## config.mk

```make
export PLATFORM = sky130hd
export DESIGN_NAME = mrm_front
export DESIGN_NICKNAME = d
export VERILOG_FILES = /design/src/sv/mrm_pkg.sv /design/src/sv/mrm_front.sv
export SDC_FILE = /design/constraint.sdc
export NUM_CORES = 1
export LEC_CHECK = 0
export ABC_AREA = 1
export BUFFER_PORTS_ARGS = -buffer_cell sky130_fd_sc_hd__buf_2
export CORE_ASPECT_RATIO = 0.75
export CORE_MARGIN = 3
export CORE_UTILIZATION = 40
export CTS_CLUSTER_DIAMETER = 50
export DETAILED_ROUTE_END_ITERATION = 6
export SETUP_SLACK_MARGIN = 0.3
export SYNTH_ARGS = -nofsm -noshare
export SYNTH_HDL_FRONTEND = slang
export SYNTH_SLANG_ARGS = --single-unit
```

## constraint.sdc

```tcl
create_clock -name clk -period 18.9 [get_ports clk]
set_clock_uncertainty 0.15 [all_clocks]
set_input_delay 3.78 -clock clk [delete_from_list [all_inputs] [get_ports clk]]
set_output_delay 3.78 -clock clk [all_outputs]
set_load 0.005 [all_outputs]
```

## src/sv/mrm_pkg.sv

```systemverilog
// Shared types and constants for the register machine execute block.
// No dependencies.
`default_nettype none
package mrm_pkg;
  localparam int MEM_BYTES  = 64;
  localparam int NUM_REGS   = 32;
  localparam int PROG_DEPTH = 1024;
  localparam int MA_W = $clog2(MEM_BYTES);
  localparam int RA_W = $clog2(NUM_REGS);
  localparam int PC_W = $clog2(PROG_DEPTH);
  localparam int QDEPTH = 2;

  localparam logic [3:0] OP_LDR = 4'd0, OP_STR = 4'd1, OP_ADD = 4'd2, OP_SUB = 4'd3,
    OP_MOV = 4'd4, OP_MOVZ = 4'd5, OP_MOVK = 4'd6, OP_PRINT = 4'd7, OP_CBZ = 4'd8,
    OP_B = 4'd9, OP_DUMP = 4'd10, OP_HLT = 4'd11;
  localparam logic [1:0] SK_NONE = 2'd0, SK_REG = 2'd1;
  localparam logic [1:0] SH_LSL = 2'd1, SH_LSR = 2'd2;
  localparam logic [1:0] K_DONE = 2'd0, K_PRINT = 2'd1, K_DUMP = 2'd2;

  // Classified instruction handed from front to back.
  typedef struct packed {
    logic [3:0]  opcode;
    logic [4:0]  dest_reg;
    logic        first_is_reg;
    logic [4:0]  first_reg;
    logic [63:0] first_imm;
    logic        use_dest_src;   // ADD/SUB with no second source
    logic        second_is_reg;
    logic [4:0]  second_reg;
    logic [63:0] second_imm;
    logic [1:0]  shift_kind;
    logic [5:0]  shift_amount;
    logic [9:0]  branch_target;
  } instr_t;

  function automatic logic [63:0] shift_op(logic [63:0] v, logic [1:0] k, logic [5:0] a);
    case (k)
      SH_LSL:  shift_op = v << a;
      SH_LSR:  shift_op = v >> a;
      default: shift_op = v;
    endcase
  endfunction
endpackage
`default_nettype wire

```

## src/sv/mrm_front.sv

```systemverilog
// Front end: accepts instructions, classifies operands, queues them.
// Depends on mrm_pkg.
`default_nettype none
module mrm_front import mrm_pkg::*; (
  input  wire logic        clk,
  input  wire logic        rst,
  input  wire logic        start,
  output logic             busy,
  input  wire logic [3:0]  opcode,
  input  wire logic [4:0]  dest_reg,
  input  wire logic        first_is_reg,
  input  wire logic [4:0]  first_reg,
  input  wire logic [63:0] first_imm,
  input  wire logic [1:0]  second_kind,
  input  wire logic [4:0]  second_reg,
  input  wire logic [63:0] second_imm,
  input  wire logic [1:0]  shift_kind,
  input  wire logic [5:0]  shift_amount,
  input  wire logic [9:0]  branch_target,
  output logic             q_valid,
  output instr_t           q_data,
  input  wire logic        q_pop
);
  instr_t q [QDEPTH];
  logic [$clog2(QDEPTH)-1:0] wr_ptr, rd_ptr;
  logic [$clog2(QDEPTH):0]   count;
  logic push;
  instr_t cls;

  assign busy = (count == ($clog2(QDEPTH)+1)'(QDEPTH));
  assign push = start && !busy;
  assign q_valid = (count != '0);
  assign q_data = q[rd_ptr];

  // Classify operand sources
  always_comb begin
    cls.opcode        = opcode;
    cls.dest_reg      = dest_reg;
    cls.first_is_reg  = first_is_reg;
    cls.first_reg     = first_reg;
    cls.first_imm     = first_imm;
    cls.use_dest_src  = (second_kind == SK_NONE);
    cls.second_is_reg = (second_kind == SK_REG);
    cls.second_reg    = second_reg;
    cls.second_imm    = second_imm;
    cls.shift_kind    = shift_kind;
    cls.shift_amount  = shift_amount;
    cls.branch_target = branch_target;
  end

  // Hold queue entries
  always_ff @(posedge clk) begin
    if (push) q[wr_ptr] <= cls;
  end

  // Advance pointers
  always_ff @(posedge clk) begin
    if (rst) begin
      wr_ptr <= '0;
      rd_ptr <= '0;
      count  <= '0;
    end else begin
      if (push) wr_ptr <= wr_ptr + 1'b1;
      if (q_pop) rd_ptr <= rd_ptr + 1'b1;
      count <= count + (push ? 1'b1 : 1'b0) - (q_pop ? 1'b1 : 1'b0);
    end
  end
endmodule
`default_nettype wire

```

==> run_results.csv, run 1 <==
group,metric,value,unit
detailed_routing,post_drt_wl_per_cell,19.1,um
clock_tree,post_cts_buffers,0,
pwr,ir_drop,0.0000868,V
detailed_routing,drtIter0Drc,330,
die,die_area,34200,um2
worst_setup_path,r2r-start,"count[0]",
flow_run,drv_cap,0,
timing,worstMarginPinSlew,1080,ps
logic_synthesis,ys_seq_area_frac,0.796,
timing,fmax,145,MHz
clock_tree,cts_tree,"built",
logic_synthesis,ys_ff_latch,341,
die,die_h,161,um
detailed_routing,vias,6375,
cells_and_area,n_fill_cell,2600,
timing,rsz0062_at_grt,"false",
die,core_area,31400,um2
logic_synthesis,syn_inst,560,
detailed_routing,drc,0,
die,pin_count,342,
grt,grt_pass1_wl,38500,um
worst_setup_path,criticalPathCategory,"reg -> out",
detailed_routing,vias_per_cell,4.70,
worst_setup_path,arrival,2960,ps
worst_hold_path,worstHoldStart,"rd_ptr",
logic_synthesis,syn_area,12800,um2
clock_tree,clkTransAtPathRegs,60,ps
grt,antenna_found_initial,8,
clock_tree,htreeDepth,2,
logic_synthesis,ys.warnings.count,0,
grt,track_usage,0.147,
die,die_w,213,um
timing,final.min_clock_period,6890,ps
detailed_routing,firstDrtPassIters,4,
timing,slew_headroom,0.277,
grt,grt_overflow,0,
clock_tree,clock-sinks,341,
timing,timing.setup.tns,0,ps
clock_tree,cts_max_path_buffers,3,
cells_and_area,fin_util,0.510,
die,start_util,0.408,
detailed_routing,antenna_left,0,
logic_synthesis,synth.top_cell.area_share,0.788,
pwr,total_leakage_power,6.21,nW
logic_synthesis,synth.avg_cell_area,22.9,um2
grt,grt_pass1_vias,6639,
grt,grt_max_degree,139,
cells_and_area,drive_gt1_frac,0.594,
logic_synthesis,synth.largest_area_cell,"edfxtp_1",
worst_setup_path,crit_fanout,55,
clock_tree,clockRootBuffer,"clkbuf_16",
cells_and_area,layout.nets,1100,
timing,final_hold_viol_count,0,
detailed_routing,finalWirelength,26000,um
placed_design,portBuffers,341,
worst_setup_path,crit_path_end_kind,"output pin",
timing,slew_viol_final,0,
die,num_rows,56,
worst_setup_path,required,14970,ps
clock_tree,cts-resized-gates,0,
worst_setup_path,rrSetupSlack,16070,ps
clock_tree,ctsHoldBuffers,0,
run_status,status,"completed",
clock_tree,cts_buffers,37,
worst_setup_path,start_kind,"register",
pwr,cellPowerDensity,113,nW/um2
timing,min_period_over_period,0.365,
clock_tree,clkLatencyLatePin,500,ps
timing,setup_violations,0,
placed_design,place_congestion,0.743,
logic_synthesis,synth_fp_nets,734,
cells_and_area,area_delta_synth_final,25.1,%
placed_design,dp_hpwl,17000,um
logic_synthesis,synth.area.top_cells,"edfxtp_1, mux2_4, mux2_2, buf_6, dfxtp_1",
logic_synthesis,yosys.cell_types.count,13,
worst_hold_path,worst_hold_path_type,"reg -> reg",
-- path summary, 6_finish.rpt --
check,depth (start not counted),endpoint
min reg2reg,2,rd_ptr
min,2,rd_ptr
max,3,q_data[111]
max reg2reg,5,q[0][164]
-- synthesized netlist by cell type --
library cell and n:
dfxtp_1 5, nand2_1 7, mux2_4 101, mux2_2 67, ha_1 2, nand3_1 2, xnor2_1 1, buf_6 15
inv_1 10, buf_2 4, edfxtp_1 336, a21oi_1 2, nor2_1 8
-- metrics by stage --
stage / hold WS, ps / std cells / total power, mW / setup WS (ps) / cell area (um2)
after CTS: 386 / 1355 / 1.84 / 11920 / 16000
after floorplan: 325 / 560 / 1.08 / 7230 / 12800
final: 383 / 1357 / 1.81 / 12010 / 16000
after global routing: 450 / 1356 / 1.89 / 11810 / 16000
after global placement: 342 / 1293 / 1.16 / 12500 / 14900
after detailed placement: 360 / 1293 / 1.17 / 12460 / 14900
-- sequential cells by signal, summed over array words and instances (netlist names), named ones only --
signal	count
wr_ptr	1
rd_ptr	1
q	336
count	2
-- report_power, final --
part / switching (mW) / internal (mW) / total [mW]
Clock: 0.272 / 0.393 / 0.666
Combinational: 0.106 / 0.112 / 0.218
Sequential: 0.0200 / 0.909 / 0.929
Total: 0.398 / 1.41 / 1.81
-- worst max-delay path, cell delays in order, from the launching register on --
cell and delay [ps]:
dfxtp_4 920, buf_4 930, mux2_4 370, buf_2 130
-- metal layers --
layer  vias to the layer above  GRT usage  wire [um]
li1                       2949          -          -
met1                      3119      0.198      11200
met2                       245      0.224      11700
met3                        50     0.0596       2520
met4                        12     0.0399        477
met5                         -          0         69
-- cell families after synthesis --
kind of cell / after synthesis / share of synthesized area
AOI/OAI and AO/OA: 2 / 0.000782
xor gates and xnor gates: 1 / 0.000685
adders and majority gates: 2 / 0.00196
buffers and inverters: 29 / 0.0177
DFF: 341 / 0.796
muxes: 168 / 0.177
and+or+nand+nor: 17 / 0.00518
-- cells in the final DEF (no fill, tap or decap), drive strengths merged --
master and n:
buf 346, edfxtp 336, mux2 168, clkbuf 44, clkinv 13, inv 12, nor2 8, nand2 7
dfxtp 5, diode 2, nand3 2, a21oi 2, ha 2, bufinv 2, xnor2 1, clkinvlp 1
-- area by class of cell --
cell class / count / area, um2 / area share
clock buffers: 44 / 972 / 0.0607
inverters: 10 / 42.5 / 0.00266
flip-flops and latches: 341 / 10200 / 0.636
well taps: 406 / 508 / 0.0317
repair buffers: 346 / 1760 / 0.110
clock inverters: 18 / 149 / 0.00930
diodes: 2 / 5.00 / 0.000312
multi-input cells: 190 / 2390 / 0.149
No activity file was read; power rests on OpenSTA's default activity.
==> run 2: changes to the inputs <==
clock period = 7 ns   (was 18.9 ns; I/O delays follow)
==> run_results.csv, run 2 (synthesized netlist as in run 1, its figures left out) <==
group,metric,value,unit
run_status,status,"completed",
timing,setup_violations,0,
clock_tree,cts-resized-gates,0,
grt,grt_pass1_wl,38100,um
clock_tree,htreeDepth,2,
grt,grt_max_degree,110,
timing,timing.setup.tns,0,ps
worst_setup_path,start_kind,"register",
worst_hold_path,worst_hold_path_type,"reg -> reg",
grt,grt_pass1_vias,6548,
timing,slew_headroom,0.346,
die,core_area,31400,um2
grt,grt_overflow,0,
cells_and_area,regMostFlops,"q",
die,start_util,0.408,
timing,final_hold_viol_count,0,
worst_setup_path,crit_path_max_incr_delay,570,ps
worst_setup_path,arrival,2410,ps
worst_setup_path,crit_path_end_kind,"output pin",
detailed_routing,vias,6315,
cells_and_area,n_fill_cell,2614,
timing,rsz0062_at_grt,"false",
cells_and_area,fin_util,0.512,
worst_setup_path,required,5450,ps
cells_and_area,reg.largest.list,"q (336), count (2)",
clock_tree,cts_buffers,36,
pwr,total_leakage_power,6.22,nW
die,pin_count,342,
timing,min_period_over_period,0.565,
die,die_h,161,um
timing,final.min_clock_period,3960,ps
detailed_routing,finalWirelength,25800,um
pwr,cellPowerDensity,306,nW/um2
flow_run,drv_cap,0,
die,num_rows,56,
detailed_routing,firstDrtPassIters,4,
die,die_area,34200,um2
worst_setup_path,cp_num_buf_inv,2,
cells_and_area,layout.nets,1099,
clock_tree,clockRootBuffer,"clkbuf_16",
timing,fmax,253,MHz
clock_tree,cts_max_path_buffers,3,
placed_design,portBuffers,341,
cells_and_area,largest_reg_flops,336,
worst_setup_path,cp_top_family,"flip-flops",
clock_tree,cts_tree,"built",
pwr,ir_drop,0.000215,V
placed_design,place_congestion,0.702,
worst_setup_path,crit_fanout,109,
cells_and_area,mostFrequentLayoutCell,"buf_2",
die,die_w,213,um
clock_tree,clock-sinks,341,
cells_and_area,multi_input_area,2390,um2
timing,worstMarginPinSlew,981,ps
worst_setup_path,crit_slowest_cell,"dfxtp_4",
clock_tree,clkTransAtPathRegs,60,ps
clock_tree,post_cts_buffers,0,
grt,track_usage,0.145,
worst_setup_path,criticalPathCategory,"reg -> out",
detailed_routing,antenna_left,0,
worst_setup_path,crit_chain,"buf_12, mux2_2, buf_2",
timing,slew_viol_final,0,
placed_design,dp_hpwl,17200,um
clock_tree,ctsHoldBuffers,0,
cells_and_area,area_delta_synth_final,25.5,%
cells_and_area,drive_gt1_frac,0.596,
detailed_routing,post_drt_wl_per_cell,19.0,um
detailed_routing,drtIter0Drc,277,
cells_and_area,seqCellArea,10200,um2
detailed_routing,drc,0,
detailed_routing,vias_per_cell,4.65,
cells_and_area,layout_common_cells,"buf_2, edfxtp_1, mux2_4",
grt,antenna_found_initial,9,
clock_tree,clkLatencyLatePin,500,ps
-- run 2: changes by cell type in the layout (fill, tap and decap cells not counted), sizes merged --
cell,delta
clkbuf,+1
inv,-2
clkinvlp,+1
bufinv,+1
clkinv,+1
-- run 2: worst register-to-register path: cells and delay by family (launching register included) --
family / cells / cell delay (ps)
AND/OR/NAND/NOR: 3 / 710
flip-flops: 1 / 330
buffers and inverters: 2 / 870
-- run 2: through the flow --
stage	power [mW]	instances	cell area (um2)	hold WS (ps)	worst slack, ps
floorplan	2.90	560	12800	330	556
global placement	3.15	1293	14900	347	3460
detailed placement	3.15	1293	14900	353	3450
CTS	4.99	1357	16100	376	3040
global route	5.12	1358	16100	408	2960
finish	4.91	1359	16100	372	3040
-- run 2: worst paths after layout --
kind                  from         end  slack (ps)  cells after the start
hold reg to reg     rd_ptr      rd_ptr         370                      2
setup / recovery  register  q_data[25]        3040                      3
setup reg to reg  count[0]   q[0][122]        4470                      5
hold / removal      rd_ptr      rd_ptr         370                      2
-- run 2: layout make-up --
class / instances / area share
Antenna cell: 2 / 0.000312
Clock buffer: 45 / 0.0595
Clock inverter: 19 / 0.0114
Inverter: 10 / 0.00265
Multi-Input combinational cell: 190 / 0.149
Sequential cell: 341 / 0.635
Tap cell: 406 / 0.0316
Timing Repair Buffer: 346 / 0.111
-- run 2: where the power goes --
part           internal [mW]  switching (mW)
sequential              2.45          0.0434
combinational          0.306           0.296
clock                   1.08           0.730
total                   3.84            1.07
-- run 2: metal layers --
| metal | wire length, um | global-route usage |
|---|---|---|
| met4 | 470 | 0.0354 |
| met5 | 102 | 0 |
| met3 | 2650 | 0.0668 |
| met1 | 11300 | 0.195 |
| met2 | 11300 | 0.217 |
